## src/sv/cthd_pkg.sv

```systemverilog
// Shared types, codes and constants for the CBOR token head decoder.
`timescale 1ns / 1ps
`default_nettype none

package cthd_pkg;

    // Token kinds as they appear on the result port.
    localparam logic [2:0] KIND_UNSIGNED    = 3'd0;
    localparam logic [2:0] KIND_NEGATIVE    = 3'd1;
    localparam logic [2:0] KIND_BYTES       = 3'd2;
    localparam logic [2:0] KIND_ARRAY       = 3'd3;
    localparam logic [2:0] KIND_MAP         = 3'd4;
    localparam logic [2:0] KIND_TAG         = 3'd5;
    localparam logic [2:0] KIND_INDEF_ARRAY = 3'd6;
    localparam logic [2:0] KIND_BREAK       = 3'd7;

    // Error codes.
    localparam logic [1:0] ERR_OK         = 2'd0;
    localparam logic [1:0] ERR_SHORT      = 2'd1;
    localparam logic [1:0] ERR_UNEXPECTED = 2'd2;

    // Major types that the decoder knows.
    localparam logic [2:0] MAJOR_UNSIGNED = 3'd0;
    localparam logic [2:0] MAJOR_NEGATIVE = 3'd1;
    localparam logic [2:0] MAJOR_BYTES    = 3'd2;
    localparam logic [2:0] MAJOR_ARRAY    = 3'd4;
    localparam logic [2:0] MAJOR_MAP      = 3'd5;
    localparam logic [2:0] MAJOR_TAG      = 3'd6;

    // Special header bytes.
    localparam logic [7:0] HDR_INDEF_ARRAY = 8'h9F;
    localparam logic [7:0] HDR_BREAK       = 8'hFF;

    // Additional info codes that call for argument bytes.
    localparam logic [4:0] INFO_ONE_BYTE    = 5'd24;
    localparam logic [4:0] INFO_TWO_BYTES   = 5'd25;
    localparam logic [4:0] INFO_FOUR_BYTES  = 5'd26;
    localparam logic [4:0] INFO_EIGHT_BYTES = 5'd27;

    // Argument widths in bytes.
    localparam logic [3:0] WIDTH_NONE  = 4'd0;
    localparam logic [3:0] WIDTH_ONE   = 4'd1;
    localparam logic [3:0] WIDTH_TWO   = 4'd2;
    localparam logic [3:0] WIDTH_FOUR  = 4'd4;
    localparam logic [3:0] WIDTH_EIGHT = 4'd8;

    // Smallest argument that a one byte argument may carry.
    localparam logic [63:0] FLOOR_ONE_BYTE = 64'd24;

    // Depth of the queue between front and back.
    localparam int QUEUE_DEPTH = 2;

    typedef enum logic
    {
        FRONT_IDLE,
        FRONT_ARG
    } front_state_t;

    // A head as the front delivers it: either complete, or an error found early.
    typedef struct packed
    {
        logic [2:0]  kind;
        logic [3:0]  width;
        logic [63:0] arg;
        logic [1:0]  err;
    } head_rec_t;

endpackage

`default_nettype wire

```

## src/sv/cthd_front.sv

```systemverilog
// Front part: accepts stream bytes, tracks head framing and gathers the argument.
`timescale 1ns / 1ps
`default_nettype none

module cthd_front
(
    input  wire logic              clk,
    input  wire logic              rst_n,
    input  wire logic              accept,
    input  wire logic              byte_present,
    input  wire logic [7:0]        byte_value,
    input  wire logic              end_of_buffer,
    output cthd_pkg::head_rec_t    rec,
    output logic                   rec_valid
);

    cthd_pkg::front_state_t state_reg;
    cthd_pkg::front_state_t state_next;
    logic [2:0]  kind_reg;
    logic [2:0]  kind_next;
    logic [3:0]  exp_width_reg;
    logic [3:0]  exp_width_next;
    logic [3:0]  gathered_reg;
    logic [3:0]  gathered_next;
    logic [63:0] shift_reg;
    logic [63:0] shift_next;

    logic [2:0]  hdr_major;
    logic [4:0]  hdr_info;
    logic        hdr_major_ok;
    logic [2:0]  hdr_kind;
    logic        hdr_ext;
    logic [3:0]  hdr_width;
    logic [63:0] shift_cat;
    logic [3:0]  gathered_inc;
    logic        arg_done;

    assign hdr_major    = byte_value[7:5];
    assign hdr_info     = byte_value[4:0];
    assign shift_cat    = {shift_reg[55:0], byte_value};
    assign gathered_inc = gathered_reg + 4'd1;
    assign arg_done     = (gathered_inc >= exp_width_reg);
    assign hdr_ext      = (hdr_info >= cthd_pkg::INFO_ONE_BYTE) &&
                          (hdr_info <= cthd_pkg::INFO_EIGHT_BYTES);

    always_comb
    begin
        hdr_major_ok = 1'b1;
        case (hdr_major)
            cthd_pkg::MAJOR_UNSIGNED: hdr_kind = cthd_pkg::KIND_UNSIGNED;
            cthd_pkg::MAJOR_NEGATIVE: hdr_kind = cthd_pkg::KIND_NEGATIVE;
            cthd_pkg::MAJOR_BYTES:    hdr_kind = cthd_pkg::KIND_BYTES;
            cthd_pkg::MAJOR_ARRAY:    hdr_kind = cthd_pkg::KIND_ARRAY;
            cthd_pkg::MAJOR_MAP:      hdr_kind = cthd_pkg::KIND_MAP;
            cthd_pkg::MAJOR_TAG:      hdr_kind = cthd_pkg::KIND_TAG;
            default:
            begin
                hdr_kind     = cthd_pkg::KIND_UNSIGNED;
                hdr_major_ok = 1'b0;
            end
        endcase
    end

    always_comb
    begin
        case (hdr_info)
            cthd_pkg::INFO_ONE_BYTE:    hdr_width = cthd_pkg::WIDTH_ONE;
            cthd_pkg::INFO_TWO_BYTES:   hdr_width = cthd_pkg::WIDTH_TWO;
            cthd_pkg::INFO_FOUR_BYTES:  hdr_width = cthd_pkg::WIDTH_FOUR;
            cthd_pkg::INFO_EIGHT_BYTES: hdr_width = cthd_pkg::WIDTH_EIGHT;
            default:                    hdr_width = cthd_pkg::WIDTH_NONE;
        endcase
    end

    // Next state: enter argument gathering on a valid extended header that is
    // not the last byte; leave it when the argument is complete or cut short.
    always_comb
    begin
        state_next = state_reg;
        if (accept)
        begin
            if (!byte_present)
            begin
                state_next = cthd_pkg::FRONT_IDLE;
            end
            else
            begin
                case (state_reg)
                    cthd_pkg::FRONT_IDLE:
                    begin
                        if (byte_value != cthd_pkg::HDR_INDEF_ARRAY &&
                            byte_value != cthd_pkg::HDR_BREAK &&
                            hdr_major_ok && hdr_ext && !end_of_buffer)
                        begin
                            state_next = cthd_pkg::FRONT_ARG;
                        end
                    end
                    cthd_pkg::FRONT_ARG:
                    begin
                        if (arg_done || end_of_buffer)
                        begin
                            state_next = cthd_pkg::FRONT_IDLE;
                        end
                    end
                    default:
                    begin
                        state_next = cthd_pkg::FRONT_IDLE;
                    end
                endcase
            end
        end
    end

    // Outputs and datapath: the head record and the gathering registers.
    always_comb
    begin
        rec_valid      = 1'b0;
        rec            = '0;
        kind_next      = kind_reg;
        exp_width_next = exp_width_reg;
        gathered_next  = gathered_reg;
        shift_next     = shift_reg;
        if (accept)
        begin
            if (!byte_present)
            begin
                rec_valid = 1'b1;
                rec.err   = cthd_pkg::ERR_SHORT;
            end
            else
            begin
                case (state_reg)
                    cthd_pkg::FRONT_ARG:
                    begin
                        shift_next    = shift_cat;
                        gathered_next = gathered_inc;
                        if (arg_done)
                        begin
                            rec_valid = 1'b1;
                            rec.kind  = kind_reg;
                            rec.width = exp_width_reg;
                            rec.arg   = shift_cat;
                            rec.err   = cthd_pkg::ERR_OK;
                        end
                        else if (end_of_buffer)
                        begin
                            rec_valid = 1'b1;
                            rec.err   = cthd_pkg::ERR_SHORT;
                        end
                    end
                    default:
                    begin
                        if (byte_value == cthd_pkg::HDR_INDEF_ARRAY)
                        begin
                            rec_valid = 1'b1;
                            rec.kind  = cthd_pkg::KIND_INDEF_ARRAY;
                        end
                        else if (byte_value == cthd_pkg::HDR_BREAK)
                        begin
                            rec_valid = 1'b1;
                            rec.kind  = cthd_pkg::KIND_BREAK;
                        end
                        else if (!hdr_major_ok)
                        begin
                            rec_valid = 1'b1;
                            rec.err   = cthd_pkg::ERR_UNEXPECTED;
                        end
                        else if (hdr_info < cthd_pkg::INFO_ONE_BYTE)
                        begin
                            rec_valid = 1'b1;
                            rec.kind  = hdr_kind;
                            rec.arg   = {59'd0, hdr_info};
                        end
                        else if (!hdr_ext)
                        begin
                            rec_valid = 1'b1;
                            rec.err   = cthd_pkg::ERR_UNEXPECTED;
                        end
                        else if (end_of_buffer)
                        begin
                            rec_valid = 1'b1;
                            rec.err   = cthd_pkg::ERR_SHORT;
                        end
                        else
                        begin
                            kind_next      = hdr_kind;
                            exp_width_next = hdr_width;
                            gathered_next  = 4'd0;
                            shift_next     = '0;
                        end
                    end
                endcase
            end
            if (rec_valid)
            begin
                kind_next      = cthd_pkg::KIND_UNSIGNED;
                exp_width_next = cthd_pkg::WIDTH_NONE;
                gathered_next  = 4'd0;
                shift_next     = '0;
            end
        end
    end

    always_ff @(posedge clk or negedge rst_n)
    begin
        if (!rst_n)
        begin
            state_reg     <= cthd_pkg::FRONT_IDLE;
            kind_reg      <= cthd_pkg::KIND_UNSIGNED;
            exp_width_reg <= cthd_pkg::WIDTH_NONE;
            gathered_reg  <= 4'd0;
            shift_reg     <= '0;
        end
        else
        begin
            state_reg     <= state_next;
            kind_reg      <= kind_next;
            exp_width_reg <= exp_width_next;
            gathered_reg  <= gathered_next;
            shift_reg     <= shift_next;
        end
    end

    // While gathering, the count never passes the width the header asked for.
    assert property (@(posedge clk) disable iff (!rst_n)
        state_reg == cthd_pkg::FRONT_ARG |-> gathered_reg < exp_width_reg)
        else $error("front: gathered count reached the argument width while gathering");

endmodule

`default_nettype wire

```

## src/sv/cthd_queue.sv

```systemverilog
// Short queue of head records between the front and the back.
`timescale 1ns / 1ps
`default_nettype none

module cthd_queue
(
    input  wire logic                clk,
    input  wire logic                rst_n,
    input  wire logic                wr_en,
    input  wire cthd_pkg::head_rec_t wr_data,
    input  wire logic                rd_en,
    output cthd_pkg::head_rec_t      rd_data,
    output logic                     not_empty,
    output logic                     is_full
);

    localparam int PtrW = $clog2(cthd_pkg::QUEUE_DEPTH);
    localparam int CntW = $clog2(cthd_pkg::QUEUE_DEPTH + 1);

    cthd_pkg::head_rec_t entry_reg [cthd_pkg::QUEUE_DEPTH];
    logic [PtrW-1:0] wr_ptr_reg;
    logic [PtrW-1:0] wr_ptr_next;
    logic [PtrW-1:0] rd_ptr_reg;
    logic [PtrW-1:0] rd_ptr_next;
    logic [CntW-1:0] count_reg;
    logic [CntW-1:0] count_next;

    assign not_empty = (count_reg != '0);
    assign is_full   = (count_reg == CntW'(cthd_pkg::QUEUE_DEPTH));
    assign rd_data   = entry_reg[rd_ptr_reg];

    always_comb
    begin
        wr_ptr_next = wr_ptr_reg;
        rd_ptr_next = rd_ptr_reg;
        count_next  = count_reg;
        if (wr_en)
        begin
            wr_ptr_next = (wr_ptr_reg == PtrW'(cthd_pkg::QUEUE_DEPTH - 1)) ? '0
                                                                          : wr_ptr_reg + 1'b1;
        end
        if (rd_en)
        begin
            rd_ptr_next = (rd_ptr_reg == PtrW'(cthd_pkg::QUEUE_DEPTH - 1)) ? '0
                                                                          : rd_ptr_reg + 1'b1;
        end
        if (wr_en && !rd_en)
        begin
            count_next = count_reg + 1'b1;
        end
        else if (rd_en && !wr_en)
        begin
            count_next = count_reg - 1'b1;
        end
    end

    always_ff @(posedge clk)
    begin
        if (wr_en)
        begin
            entry_reg[wr_ptr_reg] <= wr_data;
        end
    end

    always_ff @(posedge clk or negedge rst_n)
    begin
        if (!rst_n)
        begin
            wr_ptr_reg <= '0;
            rd_ptr_reg <= '0;
            count_reg  <= '0;
        end
        else
        begin
            wr_ptr_reg <= wr_ptr_next;
            rd_ptr_reg <= rd_ptr_next;
            count_reg  <= count_next;
        end
    end

    assert property (@(posedge clk) disable iff (!rst_n) wr_en |-> !is_full)
        else $error("queue: write into a full queue");

    assert property (@(posedge clk) disable iff (!rst_n) rd_en |-> not_empty)
        else $error("queue: read from an empty queue");

endmodule

`default_nettype wire

```

## src/sv/cthd_back.sv

```systemverilog
// Back part: canonical and range checks on a head, and the result register.
`timescale 1ns / 1ps
`default_nettype none

module cthd_back
(
    input  wire logic                clk,
    input  wire logic                rst_n,
    input  wire cthd_pkg::head_rec_t rec,
    input  wire logic                rec_valid,
    output logic                     rec_take,
    input  wire logic                out_pop,
    output logic                     out_valid,
    output logic [2:0]               out_kind,
    output logic [3:0]               out_width,
    output logic [63:0]              out_value,
    output logic [1:0]               out_err
);

    logic        out_valid_reg;
    logic        out_valid_next;
    logic [2:0]  kind_reg;
    logic [3:0]  width_reg;
    logic [63:0] value_reg;
    logic [1:0]  err_reg;

    logic        too_long;
    logic        neg_overflow;
    logic        reject;
    logic [2:0]  res_kind;
    logic [3:0]  res_width;
    logic [63:0] res_value;
    logic [1:0]  res_err;

    // The result slot takes a new word when it is empty or being emptied.
    assign rec_take = rec_valid && (!out_valid_reg || out_pop);

    // An argument that would fit the next shorter encoding is not canonical.
    always_comb
    begin
        case (rec.width)
            cthd_pkg::WIDTH_ONE:   too_long = (rec.arg < cthd_pkg::FLOOR_ONE_BYTE);
            cthd_pkg::WIDTH_TWO:   too_long = (rec.arg[63:8] == '0);
            cthd_pkg::WIDTH_FOUR:  too_long = (rec.arg[63:16] == '0);
            cthd_pkg::WIDTH_EIGHT: too_long = (rec.arg[63:32] == '0);
            default:               too_long = 1'b0;
        endcase
    end

    // A negative argument must stay within int64 range.
    assign neg_overflow = (rec.kind == cthd_pkg::KIND_NEGATIVE) && rec.arg[63];
    assign reject       = (rec.err == cthd_pkg::ERR_OK) && (too_long || neg_overflow);

    always_comb
    begin
        if (rec.err != cthd_pkg::ERR_OK || reject)
        begin
            res_kind  = cthd_pkg::KIND_UNSIGNED;
            res_width = cthd_pkg::WIDTH_NONE;
            res_value = '0;
            res_err   = reject ? cthd_pkg::ERR_UNEXPECTED : rec.err;
        end
        else
        begin
            res_kind  = rec.kind;
            res_width = rec.width;
            res_value = (rec.kind == cthd_pkg::KIND_NEGATIVE) ? ~rec.arg : rec.arg;
            res_err   = cthd_pkg::ERR_OK;
        end
    end

    always_comb
    begin
        out_valid_next = out_valid_reg;
        if (rec_take)
        begin
            out_valid_next = 1'b1;
        end
        else if (out_pop)
        begin
            out_valid_next = 1'b0;
        end
    end

    always_ff @(posedge clk or negedge rst_n)
    begin
        if (!rst_n)
        begin
            out_valid_reg <= 1'b0;
        end
        else
        begin
            out_valid_reg <= out_valid_next;
        end
    end

    always_ff @(posedge clk)
    begin
        if (rec_take)
        begin
            kind_reg  <= res_kind;
            width_reg <= res_width;
            value_reg <= res_value;
            err_reg   <= res_err;
        end
    end

    assign out_valid = out_valid_reg;
    assign out_kind  = kind_reg;
    assign out_width = width_reg;
    assign out_value = value_reg;
    assign out_err   = err_reg;

    assert property (@(posedge clk) disable iff (!rst_n)
        out_valid_reg && (err_reg != cthd_pkg::ERR_OK) |->
            (kind_reg == cthd_pkg::KIND_UNSIGNED) && (width_reg == cthd_pkg::WIDTH_NONE) &&
            (value_reg == '0))
        else $error("back: error word carries a nonzero kind, width or value");

    assert property (@(posedge clk) disable iff (!rst_n) rec_take |=> out_valid_reg)
        else $error("back: word taken from the queue did not reach the result slot");

endmodule

`default_nettype wire

```

## src/sv/cbor_token_head_decoder.sv

```systemverilog
// Top level of the CBOR token head decoder: front, record queue and back.
`timescale 1ns / 1ps
`default_nettype none

// The decoder reads an encoded CBOR stream, one byte per input word, and
// produces one result word per decoded head or per error. The input side is
// a queue: a word is taken at a rising edge with push high and full low.
// The result side is a queue too: while empty is low the oldest result sits
// on token_kind, arg_width, token_value and error_code, and it leaves at a
// rising edge with pop high.
// The front classifies each byte and gathers big-endian argument bytes. A
// finished head, or an early error, goes into a two-entry queue. The back
// runs the canonical-length and negative-range checks and loads the result
// register. Each head record passes through the record queue and then the
// result register, and one input word is taken every cycle while the record
// queue has room; the depth of the record queue sets how long the front
// keeps going after the receiver stops popping.
// When pop stays low, results pile up in the result register and the record
// queue; full rises once the queue holds two records. Words that only carry
// argument bytes still need a free queue slot to be taken.
// Reset clears the front to idle and empties both the queue and the result
// register; no clearing pass is needed.

module cbor_token_head_decoder
(
    input  wire logic        clk,
    input  wire logic        rst_n,
    input  wire logic        push,
    output logic             full,
    input  wire logic        byte_present,
    input  wire logic [7:0]  byte_value,
    input  wire logic        end_of_buffer,
    output logic             empty,
    input  wire logic        pop,
    output logic [2:0]       token_kind,
    output logic [3:0]       arg_width,
    output logic [63:0]      token_value,
    output logic [1:0]       error_code
);

    logic                accept;
    logic                front_rec_valid;
    cthd_pkg::head_rec_t front_rec;
    cthd_pkg::head_rec_t queue_rec;
    logic                queue_not_empty;
    logic                queue_full;
    logic                back_take;
    logic                out_valid;

    // The front never writes a full queue, since full stops the input.
    assign full   = queue_full;
    assign accept = push && !queue_full;
    assign empty  = !out_valid;

    cthd_front u_front
    (
        .clk           (clk),
        .rst_n         (rst_n),
        .accept        (accept),
        .byte_present  (byte_present),
        .byte_value    (byte_value),
        .end_of_buffer (end_of_buffer),
        .rec           (front_rec),
        .rec_valid     (front_rec_valid)
    );

    cthd_queue u_queue
    (
        .clk       (clk),
        .rst_n     (rst_n),
        .wr_en     (front_rec_valid),
        .wr_data   (front_rec),
        .rd_en     (back_take),
        .rd_data   (queue_rec),
        .not_empty (queue_not_empty),
        .is_full   (queue_full)
    );

    cthd_back u_back
    (
        .clk       (clk),
        .rst_n     (rst_n),
        .rec       (queue_rec),
        .rec_valid (queue_not_empty),
        .rec_take  (back_take),
        .out_pop   (pop),
        .out_valid (out_valid),
        .out_kind  (token_kind),
        .out_width (arg_width),
        .out_value (token_value),
        .out_err   (error_code)
    );

endmodule

`default_nettype wire
```

## config.mk

```make
export PLATFORM = sky130hd
export DESIGN_NAME = cbor_token_head_decoder
export DESIGN_NICKNAME = d
export VERILOG_FILES = /design/src/sv/cthd_pkg.sv /design/src/sv/cthd_front.sv /design/src/sv/cthd_queue.sv /design/src/sv/cthd_back.sv /design/src/sv/cbor_token_head_decoder.sv
export SDC_FILE = /design/constraint.sdc
export NUM_CORES = 1
export LEC_CHECK = 0
export ABC_AREA = 1
export BUFFER_PORTS_ARGS = -buffer_cell sky130_fd_sc_hd__buf_2
export CAP_MARGIN = 20
export CORE_ASPECT_RATIO = 1.25
export CORE_UTILIZATION = 40
export CTS_CLUSTER_DIAMETER = 30
export DETAILED_ROUTE_END_ITERATION = 12
export PLACE_DENSITY = 0.65
export SYNTH_ARGS = -nofsm -noshare
export SYNTH_HDL_FRONTEND = slang
export SYNTH_HIERARCHICAL = 1
export SYNTH_SLANG_ARGS = --single-unit
```

## constraint.sdc

```tcl
create_clock -name clk -period 10.3 [get_ports clk]
set_clock_uncertainty 0.2 [all_clocks]
set_input_delay 0 -clock clk [delete_from_list [all_inputs] [get_ports clk]]
set_output_delay 0 -clock clk [all_outputs]
set_load 0.005 [all_outputs]
```

== Word level (Yosys, flattened, before mapping) ==
Memories as Yosys holds them, arrays and structs flattened.
Index checks and enable logic that the tools add are counted.
Storage, ports and cells
  memories: 1
  logic and storage cells: 179
  input bits: 14
  bits in writable memories: 146
  output and inout bits: 75
  bits in registers: 146
Memory list
  u_queue.entry_reg: depth 2, bits a word 73, rd ports 1, clocked after memory_dff 0, write ports 1, RTL line cthd_queue.sv:20  | cthd_pkg::head_rec_t entry_reg [cthd_pkg::QUEUE_DEPTH];
Operators by class
  reduce and logical (&&, ||, !) cells: 38
  muxes and demuxes: 85
  magnitude comparators: 5
  bitwise logic cells: 3
  equal/unequal tests: 28
  add/subtract/negate cells: 5
Operators with widths (count)
  $mux W56: 9
  $mux W66: 3
  $mux W71: 2
  $mux W64: 2
  $mux W4: 19
  $mux W73: 1
  $lt A64 B5 Y1 const B: 1
  $not A64 Y64: 1
  $logic_not A56 Y1: 1
  $logic_not A48 Y1: 1
  $mux W3: 14
  $logic_not A32 Y1: 1
  $mux W1: 22
  $eq A5 B5 Y1 const B: 4
  $eq A8 B8 Y1 const B: 2
  $mux W2: 8
  $ne A8 B8 Y1 const B: 2
  $pmux W4 S4: 1
  $pmux W3 S5: 1
  $reduce_bool A2 Y1: 7
  $logic_and A1 B1 Y1: 11
  $eq A3 B3 Y1 const B: 3
  $ne A3 B2 Y1 const B: 3
  $reduce_and A9 Y1: 1
  other kinds (30): 44

== Depth between registers and ports, before layout ==
Gate-level depths: netlist of the first run.
  depth after elaboration: 15
  mapped depth: 17
  mapped depth without buffers: 17

== By module ==
Netlist of the first run, hierarchy kept.
By module, submodules not included
  cthd_queue: instances 1, seq. area each 4484.3 sq um, cells each 252, area an instance 5721.7 sq um
  cthd_front: instances 1, seq. area each 1701.6 sq um, cells each 491, area an instance 4142.7 sq um
  cthd_back: instances 1, seq. area each 2217.1 sq um, cells each 361, area an instance 3793.6 sq um
  cbor_token_head_decoder: instances 1, seq. area each 0.0 sq um, cells each 3, area an instance 13.8 sq um

== Worst setup path after synthesis of the first run ==
Ideal clock, no wire load.
  path type: register to register
  start: reg u_front.gathered_reg[0]
  end: mem u_queue/entry_reg[0][0] (netlist bit) (enable)
  arrival time: 4.823 ns
  stages on the path, launching flop included: 12
  buffers on the path: 0
  slack: 4.771 ns
  library setup time: 0.507 ns
  clock period less this slack: 5.529 ns
  cell sequence: dfrtp_1 ha_1 xor2_1 ha_1 nand4_1 nand3_4 nand2_8 nand3_2 nand2_1 inv_2 inv_1 nor2_1
Between the ends
  cells in the longest elaborated chain, start to end: 9
Ends and longest elaborated chain
  start, declared: RTL line cthd_front.sv:23  | logic [3:0] gathered_reg;
  start signal, assigned: RTL line cthd_front.sv:219  | gathered_reg <= gathered_next;
  $add A4 B1 Y4: RTL line cthd_front.sv:41  | assign gathered_inc = gathered_reg + 4'd1;
  $ge A4 B4 Y1: RTL line cthd_front.sv:42  | assign arg_done = (gathered_inc >= exp_width_reg);
  $mux W1: RTL line cthd_front.sv:137  | if (arg_done)
  $mux W1: RTL line cthd_front.sv:132  | case (state_reg)
  $mux W1: RTL line cthd_front.sv:125  | if (!byte_present)
  $mux W1 (2 in series): RTL line cthd_front.sv:123  | if (accept)
  net front_rec_valid: RTL line cbor_token_head_decoder.sv:42  | logic front_rec_valid;
  $mux W1: RTL line cthd_queue.sv:59  | if (wr_en)
  $mux W1 (implied by the code): RTL line cthd_queue.sv:61  | entry_reg[wr_ptr_reg] <= wr_data;
  end, declared: RTL line cthd_queue.sv:20
The timed path passes the listed nets, and every way through them passes these cells. The select of a mux whose other input is x is not followed.

== Final worst setup path of the first run ==
  start: reg u_queue.count_reg[1]
  end: reg u_front.exp_width_reg[2]
Between the ends
  cells in the longest elaborated chain, start to end: 4
Ends and longest elaborated chain
  start, declared: RTL line cthd_queue.sv:25  | logic [CntW-1:0] count_reg;
  start signal, assigned: RTL line cthd_queue.sv:77  | count_reg <= count_next;
  $eq A2 B2 Y1: RTL line cthd_queue.sv:29  | assign is_full = (count_reg == CntW'(cthd_pkg::QUEUE_DEPTH));
  $logic_not A1 Y1: RTL line cbor_token_head_decoder.sv:52  | assign accept = push && !queue_full;
  $logic_and A1 B1 Y1: RTL line cbor_token_head_decoder.sv:52
  net accept: RTL line cbor_token_head_decoder.sv:41  | logic accept;
  $reduce_and A9 Y1 (no source line)
  end signal, assigned: RTL line cthd_front.sv:210  | exp_width_reg <= cthd_pkg::WIDTH_NONE;
  end signal, assigned: RTL line cthd_front.sv:218  | exp_width_reg <= exp_width_next;
  end, declared: RTL line cthd_front.sv:21  | logic [3:0] exp_width_reg;
The timed path passes the listed nets, and every way through them passes these cells.
A chain may end at the register's enable or synchronous reset.

==> results.md, run 1 <==
- Req. time, crit path: 10.59 ns
- Count of cell types in the netlist: 40
- Initial Utilization: between 40% and 50%
- Met3 Wirelength: about 1500 um
- Vias in the first global route: ~8200
- Synthesized instance count: between 1000 and 1500
- Largest net degree at the start of global routing: 76
- Setup slack, reg-to-reg: 5.91 ns
- Final Hold Fails: 1
- Port Buffers: approximately 90
- Reg area: roughly 0.0084 mm2
- Dpl ws: about 6.2 ns
- Crit-path slowest cell: dlygate4sd3_1
- Clock buffer depth: 3
- Die W: ~170 um
- Fin nets: 1242
- Yosys warns: 6
- Met2 Routed Length: ~13000 um
- DP HPWL: roughly 16000 um
- Hold Path Class: in2async
- Post-CTS setup buffers: 0
- Synth Cell Area: roughly 0.014 mm2
- Via density: between 4 and 5
- Worst setup SP type: flop
- Grt ovf: 0
- Failing checks: hold timing
- Post-CTS Hold Buffers: 23
- Crit-path max FO: 38
- Synth area leaders: edfxtp_1 48%, dfrtp_1 13%, mux2_4 6.6%
- Root buffer cell: clkbuf_16
- Crit path top cell by count: dlygate4sd3_1
- Inst Count DP: between 1500 and 2000
- Highest metal used: met4
- Sequential-to-total area share from yosys stat: 61.5%
- Final period utilization: roughly 43%
- Critical Path AT: ~4.7 ns
- Latest clock arrival within the worst-skew pair: approximately 0.56 ns
- Leak: ~6.9 nW
- Flip-flop count of the largest register after layout: around 150
- Slew Viols, Final: 0
- H-tree depth: 2
- Drt initial violations: ~570
- Max Clock Freq: ~0.23 GHz
- Status: complete, but fails checks
- Top-count cell post-synth: edfxtp_1
- Setup violators final: 0
- Post-DRT Antenna Nets: 0
- Post_cts resized: 0
- Top post-synthesis cells by count: 219 x edfxtp_1, 183 x nand2_1, 163 x nor2_1, 119 x inv_1, 73 x dfrtp_1
- CP bufs+invs: 6
- Area growth syn-to-layout: 18.0%
- Total die area: ~0.035 mm2
- Drt total wl: about 27000 um
- CTS sink cnt: between 200 and 300
- Critical path class: reg2reg
- Area taken by multi-input logic gates: around 0.0044 mm2
- Setup TNS: 0 ns
- Post-route insts no fill: between 1500 and 2000
- Core area: around 0.034 mm2
- Crit end category: flop
- Number of synthesized register bits: ~290
- Number of synthesized flops with an enable pin: around 220
- Hold slack: -0.00297 ns
- First-pass GRT wire length: 42300 um
- Syn_area_per_cell: between 10 and 15 um2
- Met1 WL: between 10000 and 15000 um
- Final-layout fill cell count: 2981
- All-Layer GR Usage: between 10% and 20%
- Power Dens Cells: between 200 and 300 mW/mm2
- Worst-path cell chain: inv_1 > nor2_1 > nor2_2 > inv_4 > nor3_1 > nand3_1 > dlygate4sd3_1 > nor2_2 > dlygate4sd3_1 > nand2_1 > dlygate4sd3_1 > nand2_1 > dlygate4sd3_1
- Routability congestion estimate: roughly 0.84
- I/O pin cnt: just under 90
- Worst slew pin tran: roughly 1.1 ns
- Share of the synthesized area in the top cell type: between 40% and 50%
- Ys flop type: edfxtp_1
- Number of diodes: 0
- Via count: 8128
- Slew Limit Headroom: 29.5%
- Residual DRC: 0
- Util after Layout: 48.0%
- Post-synth top area cell: edfxtp_1
- Wire per inst: around 16 um
- DR pass1 iterations: 5
- Worst ir drop on vdd: 0.131 mV
- CTS buffer count: 47
- Syn_nets: about 1100
- Layout cells sized above 1: 26.9%
- Initial antenna violation count: 0
- Die H: 209 um
- PnR worst setup slack: about 5.9 ns
- Worst path top cell family by delay: buffers and inverters
- Max stage delay on crit path: around 0.62 ns
- Ys async rst share: between 20% and 30%
- Clock Pin Slew Worst Setup and Hold Paths: approximately 0.06 ns
- RSZ-0062 raised after global routing: false
- CTS tree: yes
- Period minus WS final: ~4.4 ns
- Site row count: 75
- Maxcap violations: 0
through the flow:
stage | area, um2 | power (mW)
floorplan | 13700 | 2.88
global placement | 14300 | 3.18
detailed placement | 14300 | 3.20
CTS | 16100 | 4.79
global route | 16100 | 4.99
finish | 16100 | 4.73
cell families after synthesis:
family / after synthesis / synth area share [%]
compound gates: 74 / 6.27
xor+xnor: 68 / 4.36
buf+inv: 178 / 6.72
simple gates: 415 / 12.9
flops: 292 / 61.5
mux: 73 / 7.66
fa+ha+maj: 7 / 0.641
area by class of cell:
| class | instances | area share [%] |
|---|---|---|
| clock buffer | 51 | 7.51 |
| clock inverter | 36 | 2.48 |
| tap | 423 | 3.28 |
| sequential | 292 | 52.1 |
| timing repair buffer | 121 | 4.62 |
| multi-input combinational | 637 | 27.1 |
| inverter | 122 | 2.85 |
report_power, final:
group	leakage, nW	internal [mW]	switching (mW)
sequential	3.14	1.67	0.139
clock	0.770	0.973	0.586
combinational	2.98	0.532	0.825
total	6.89	3.18	1.55
tightest hold or removal path: stages:
cell	delay, ns
dlygate4sd3_1	0.51
buf_2	0.09
buf_4	0.70
layer usage:
| layer | GRT usage [%] | vias up |
|---|---|---|
| met5 | 0 | - |
| met4 | 6.07 | 0 |
| met3 | 3.18 | 48 |
| met2 | 25.9 | 233 |
| met1 | 19.5 | 3906 |
| li1 | - | 3941 |
worst paths after layout:
kind                                 startpoint                        to  cells after the start
setup / recovery           u_queue/count_reg[1]  u_front/exp_width_reg[2]                     13
setup reg to reg           u_queue/count_reg[1]  u_front/exp_width_reg[2]                     13
hold / removal                            rst_n      u_front/shift_reg[7]                      3
min in group clk                            pop          u_back/out_valid                      5
hold reg to reg            u_front/shift_reg[4]      u_front/shift_reg[4]                      2
max in group asynchronous                 rst_n         u_front/state_reg                      3
layout by cell type (no fill, tap or decap), drive strengths merged, types with 15 or more instances in the layout:
master and count:
a21oi 15, buf 98, clkbuf 51, clkinv 17, dfrtp 73, dlygate4sd3 23
edfxtp 219, inv 130, mux2 73, nand2 189, nand3 29, nand4 15
nor2 174, o31ai 51, xor2 67
Power figures use the tool's default switching activity.
==> run 2: changes to the inputs <==
--- a/config.mk
+++ b/config.mk
@@ -12,7 +12,7 @@
 export CORE_UTILIZATION = 40
 export CTS_CLUSTER_DIAMETER = 30
 export DETAILED_ROUTE_END_ITERATION = 12
-export PLACE_DENSITY = 0.65
+export PLACE_DENSITY = 0.67
 export SYNTH_ARGS = -nofsm -noshare
 export SYNTH_HDL_FRONTEND = slang
 export SYNTH_HIERARCHICAL = 1
==> constraint.sdc (replaced) <==
create_clock -name clk -period 3.6 [get_ports clk]
set_clock_uncertainty 0.2 [all_clocks]
set_input_delay 0 -clock clk [delete_from_list [all_inputs] [get_ports clk]]
set_output_delay 0 -clock clk [all_outputs]
set_load 0.005 [all_outputs]
==> run 2 against run 1 <==
  * The flow now finishes without violations
  * Die area stayed put
  * Count of clock-buffer cells in the layout is 9 higher
  * Global-route usage is 0.23 points higher
  * Combinational power grew to 3.0 times the previous value
  * Via count is 0.64% higher
  * Critical path type unchanged
  * Largest power group unchanged
  * Highest routed layer unchanged
==> results.md, run 2 (synthesized netlist as in run 1, its figures left out) <==
- Crit path from: u_front/gathered_reg[0]
- Reg2reg start: u_front/gathered_reg[0]
- Area growth syn-to-layout: 19.4%
- Clock buffer depth: 3
- Commonest non-fill, non-tap cell in the layout: edfxtp_1
- Critical path class: reg2reg
- DR pass1 iterations: 5
- Hold slack: approximately 0.067 ns
- Status: complete, no violations
- Total die area: ~0.035 mm2
- RSZ-0062 raised after global routing: false
- Via count: between 8000 and 9000
- CTS tree: yes
- Worst setup SP type: flop
- Hold Path Class: in2reg
- Drt total wl: 26600 um
- Grt ovf: 0
- Setup violators final: 0
- Int Pwr: a little over 9 mW
- CP bufs+invs: 3
- Combinational share of power: between 20 and 30%
- Psw: about 4.4 mW
- Crit-path slowest cell: dlygate4sd3_1
- Power Dens Cells: between 800 and 900 mW/mm2
- Tot Pwr: roughly 14 mW
- Initial antenna violation count: 0
- Port Buffers: between 80 and 90
- Worst ir drop on vdd: slightly below 0.7 mV
- Routability congestion estimate: just under 0.9
- Critical Path AT: 3.67 ns
- Flip-flop count of the largest register after layout: 146
- Clock Pin Slew Worst Setup and Hold Paths: about 0.060 ns
- CTS buffer count: 47
- Largest net degree at the start of global routing: 76
- Final Hold Fails: 0
- Post-route cell area: 0.0163 mm2
- Slew Viols, Final: 0
- Flop pwr share: between 30% and 40%
- Drt initial violations: 548
- Die W: around 170 um
- CTS sink cnt: 292
- Crit end category: flop
- Setup crit end: u_front/shift_reg[0]
- Fin nets: 1249
- Post-DRT Antenna Nets: 0
- Core area: between 0.03 and 0.04 mm2
- I/O pin cnt: 89
- Final period utilization: ~94%
- Setup TNS: 0 ns
- Critical path depth in cells: 13
- DP HPWL: approximately 17000 um
- Period minus WS final: around 3.4 ns
- Root buffer cell: clkbuf_16
- Worst path top cell family by delay: simple AND/OR/NAND/NOR gates
- Leak: approximately 7.0 nW
- Final-layout fill cell count: 2932
- Vias in the first global route: around 8500
- Slew Limit Headroom: about 44%
- Area post-placement: between 0.01 and 0.015 mm2
- Residual DRC: 0
- Worst slew pin tran: 0.831 ns
- Clock power share: roughly a third
- Latest clock arrival within the worst-skew pair: around 0.56 ns
- Most frequent cells in the layout: 219 x edfxtp_1, 183 x nand2_1, 162 x nor2_1, 117 x inv_1, 88 x buf_2
- Net Sw Frac: between 30% and 40%
- Die H: between 200 and 250 um
- Setup slack, reg-to-reg: slightly above 0.2 ns
- Maxcap violations: 0
- Number of diodes: 0
- Req. time, crit path: between 3 and 4 ns
- All-Layer GR Usage: roughly 16%
- Layout cells sized above 1: a little over a quarter
- Via density: just under 5
- First-pass GRT wire length: about 43000 um
- Max Clock Freq: 0.295 GHz
- Reg2Reg Depth: 13
- Max stage delay on crit path: just under 0.6 ns
- End of the worst register-to-register path: u_front/shift_reg[0]
- H-tree depth: 2
- Wire per inst: roughly 16 um
- Crit-path max FO: 42
- Post-CTS setup buffers: 0
- Site row count: 75
- Worst-path cell chain: ha_1 > xor2_1 > ha_1 > nand2_1 > inv_1 > nand2_1 > nand3_4 > nand2_8 > nand2_8 > nor2_4 > inv_2 > o21ai_2 > dlygate4sd3_1
- Initial Utilization: between 40% and 50%
run 2: worst min path at each step:
stage / from / endpoint / cells past startpoint
after floorplan: rst_n / u_back/out_valid / 0
after global placement: rst_n / u_front/kind_reg[0] / 1
after detailed placement: rst_n / u_front/kind_reg[2] / 1
after CTS: pop / u_back/out_valid / 5
after global routing: pop / u_back/out_valid / 5
final: pop / u_back/out_valid / 5
run 2: tightest hold or removal path, cell delays in order:
cell and delay, ns:
dlygate4sd3_1 0.51, buf_2 0.09, inv_1 0.06, nand2_1 0.06, nand2_1 0.04
run 2: power by group through the flow:
stage | combinational (mW) | clock (mW) | sequential (mW)
finish | 4.04 | 4.50 | 5.14
global route | 4.49 | 4.74 | 5.23
CTS | 4.12 | 4.59 | 5.16
detailed placement | 4.07 | 0 | 5.21
global placement | 4.03 | 0 | 5.20
floorplan | 3.09 | 0 | 5.11
run 2: stage by stage:
step / instances / utilization [%] / setup slack [ns]
after floorplan: 1107 / - / 0.135
after global placement: 1579 / 43.0 / 0.324
after detailed placement: 1579 / 43.0 / 0.260
after CTS: 1690 / 48.6 / 0.0952
after global routing: 1690 / 48.6 / 0.0189
final: 1690 / 48.6 / 0.207
run 2: final cells by class:
cell class	instances	area, um2	area share (%)
Sequential cell	292	8410	51.5
Clock buffer	60	1250	7.69
Multi-Input combinational cell	637	4380	26.8
Inverter	122	467	2.86
Clock inverter	28	363	2.22
Timing Repair Buffer	128	921	5.64
Tap cell	423	529	3.24
run 2: metal layers:
layer  GRT usage [%]  wire length (um)  vias up
met5               0                 0        -
met4            6.80               865        0
met3            2.80              1340       52
met2            27.3             13500      221
met1            18.9             11000     3944
li1                -                 -     3963
run 2: repair_timing:
action | 4_1_cts | 5_1_grt
endpoints found under the hold margin | 209 | 0
endpoints found under the setup margin | 0 | 4
hold buffers | 23 | 0
gates resized for setup | 0 | 2
==> run 3: changes to the inputs <==
--- a/config.mk
+++ b/config.mk
@@ -12,7 +12,7 @@
 export CORE_UTILIZATION = 40
 export CTS_CLUSTER_DIAMETER = 30
 export DETAILED_ROUTE_END_ITERATION = 12
-export PLACE_DENSITY = 0.67
+export PLACE_DENSITY = 0.65
 export SYNTH_ARGS = -nofsm -noshare
 export SYNTH_HDL_FRONTEND = slang
 export SYNTH_HIERARCHICAL = 1
==> constraint.sdc (replaced) <==
create_clock -name clk -period 4.1 [get_ports clk]
set_clock_uncertainty 0.2 [all_clocks]
set_input_delay 0 -clock clk [delete_from_list [all_inputs] [get_ports clk]]
set_output_delay 0 -clock clk [all_outputs]
set_load 0.005 [all_outputs]
==> run 3 against run 2 <==
  * Largest power group unchanged
  * Cell count is 0.12% higher
  * Clock power down 12%
  * Largest cell class unchanged
  * Highest routed layer unchanged
  * Fmax fell by 4.2%
  * Utilization is 0.26 points lower
  * Die area stayed put
==> results.md, run 3 (synthesized netlist as in run 1, its figures left out) <==
- Total die area: 0.0349 mm2
- Tot Pwr: approximately 12 mW
- Routability congestion estimate: between 0.8 and 0.9
- Vias in the first global route: around 8300
- Crit-path max FO: 73
- Area growth syn-to-layout: 18.7%
- Drt initial violations: 529
- Site row count: 75
- Slew Limit Headroom: 32.3%
- Root buffer cell: clkbuf_16
- Critical Path AT: between 3 and 4 ns
- Worst setup SP type: flop
- Number of diodes: 0
- Status: complete, no violations
- RSZ-0062 raised after global routing: false
- GRT busiest layer: met2
- Setup violators final: 0
- GR Util met3: about 2.6%
- Power Dens Cells: ~740 mW/mm2
- Req. time, crit path: 4.38 ns
- CTS sink cnt: 292
- Via density: 4.78
- CTS tree: yes
- Most frequent cells in the layout: 219 x edfxtp_1, 183 x nand2_1, 162 x nor2_1, 117 x inv_1, 88 x buf_2
- Post-DRT Antenna Nets: 0
- Worst slew pin tran: about 1 ns
- Util after Layout: roughly half
- Wire per inst: approximately 16 um
- Flip-flop count of the largest register after layout: between 100 and 150
- Setup TNS: 0 ns
- Hold Path Class: in2reg
- Layout cells sized above 1: ~27%
- Clock Pin Slew Worst Setup and Hold Paths: roughly 0.05 ns
- I/O pin cnt: 89
- Max Clock Freq: approximately 0.28 GHz
- Final-layout fill cell count: 2996
- Worst ir drop on vdd: 0.325 mV
- Port Buffers: around 90
- Clock buffer depth: 3
- Drt total wl: 26700 um
- Post_cts resized: 0
- Slew Viols, Final: 0
- Grt ovf: 0
- CTS buffer count: 46
- Crit end category: flop
- H-tree depth: 2
- Initial antenna violation count: 0
- DR pass1 iterations: 6
- Hold slack: slightly above 0.09 ns
- Via count: between 8000 and 9000
- Latest clock arrival within the worst-skew pair: 0.55 ns
- Fin nets: 1252
- Leak: ~7 nW
- Largest net degree at the start of global routing: 75
- Initial Utilization: approximately two fifths
- Critical path class: reg2reg
- Final period utilization: a little under nine tenths
- Residual DRC: 0
- All-Layer GR Usage: approximately 15%
- Final Hold Fails: 0
- Commonest non-fill, non-tap cell in the layout: edfxtp_1
- GR met2 Demand/Resource: 27.4%
- Die H: 209 um
- Core area: about 0.034 mm2
- Die W: between 150 and 200 um
- Period minus WS final: around 3.5 ns
- First-pass GRT wire length: 42500 um
- Maxcap violations: 0
- GR met1 Demand/Resource: between 10% and 20%
- DP HPWL: 17400 um
[run 3: power breakdown]
group | switching (mW) | leakage (nW) | internal [mW]
combinational | 2.10 | 3.05 | 1.41
sequential | 0.316 | 3.14 | 4.19
clock | 1.42 | 0.770 | 2.52
total | 3.84 | 6.96 | 8.12
[run 3: path summary, 6_finish.rpt]
kind                                      start                       end  slack, ns  depth (start not counted)
max in group asynchronous                 rst_n     u_front/shift_reg[14]       2.04                          4
min                                         pop          u_back/out_valid       0.09                          5
min reg2reg                 u_front/kind_reg[0]       u_front/kind_reg[0]       0.27                          2
max reg2reg                u_queue/count_reg[1]  u_front/exp_width_reg[2]       0.56                         11
max                        u_queue/count_reg[1]  u_front/exp_width_reg[2]       0.56                         11
min in group asynchronous                 rst_n       u_front/kind_reg[0]       0.41                          4
[run 3: worst max-delay path, stage by stage (launching register included)]
cell and delay (ns):
dfrtp_1 0.38, inv_1 0.10, nor2_1 0.07, nor2_2 0.44, inv_4 0.45, nor3_1 0.28, nand3_1 0.12, nor2_2 0.10
dlygate4sd3_1 0.63, nand2_1 0.10, nand2_1 0.08, dlygate4sd3_1 0.54
[run 3: routing by layer]
layer / wire length (um) / share of wire (%)
met3: 981 / 3.7
met2: 13400 / 50
met5: 0 / 0
met1: 11500 / 43
met4: 759 / 2.8
[run 3: cell type report]
cell class	count	area, um2	area share, %
clock buffers	59	1250	7.71
clock inverters	27	359	2.21
inverters	122	460	2.84
multi-input cells	637	4370	26.9
flip-flops and latches	292	8410	51.8
well taps	423	529	3.26
repair buffers	132	853	5.26
[run 3: through the flow]
step                setup slack, ns  std cells  instance area, um2
floorplan                     0.293       1107               13700
global placement              0.746       1583               14400
detailed placement            0.698       1583               14400
CTS                           0.551       1692               16200
global route                  0.265       1692               16200
finish                        0.559       1692               16200
[run 3: timing repair]
| action | in CTS | in global routing |
|---|---|---|
| endpoints found under the hold margin | 123 | 0 |
| hold buffers | 23 | 0 |
| setup buffers | 0 | 0 |
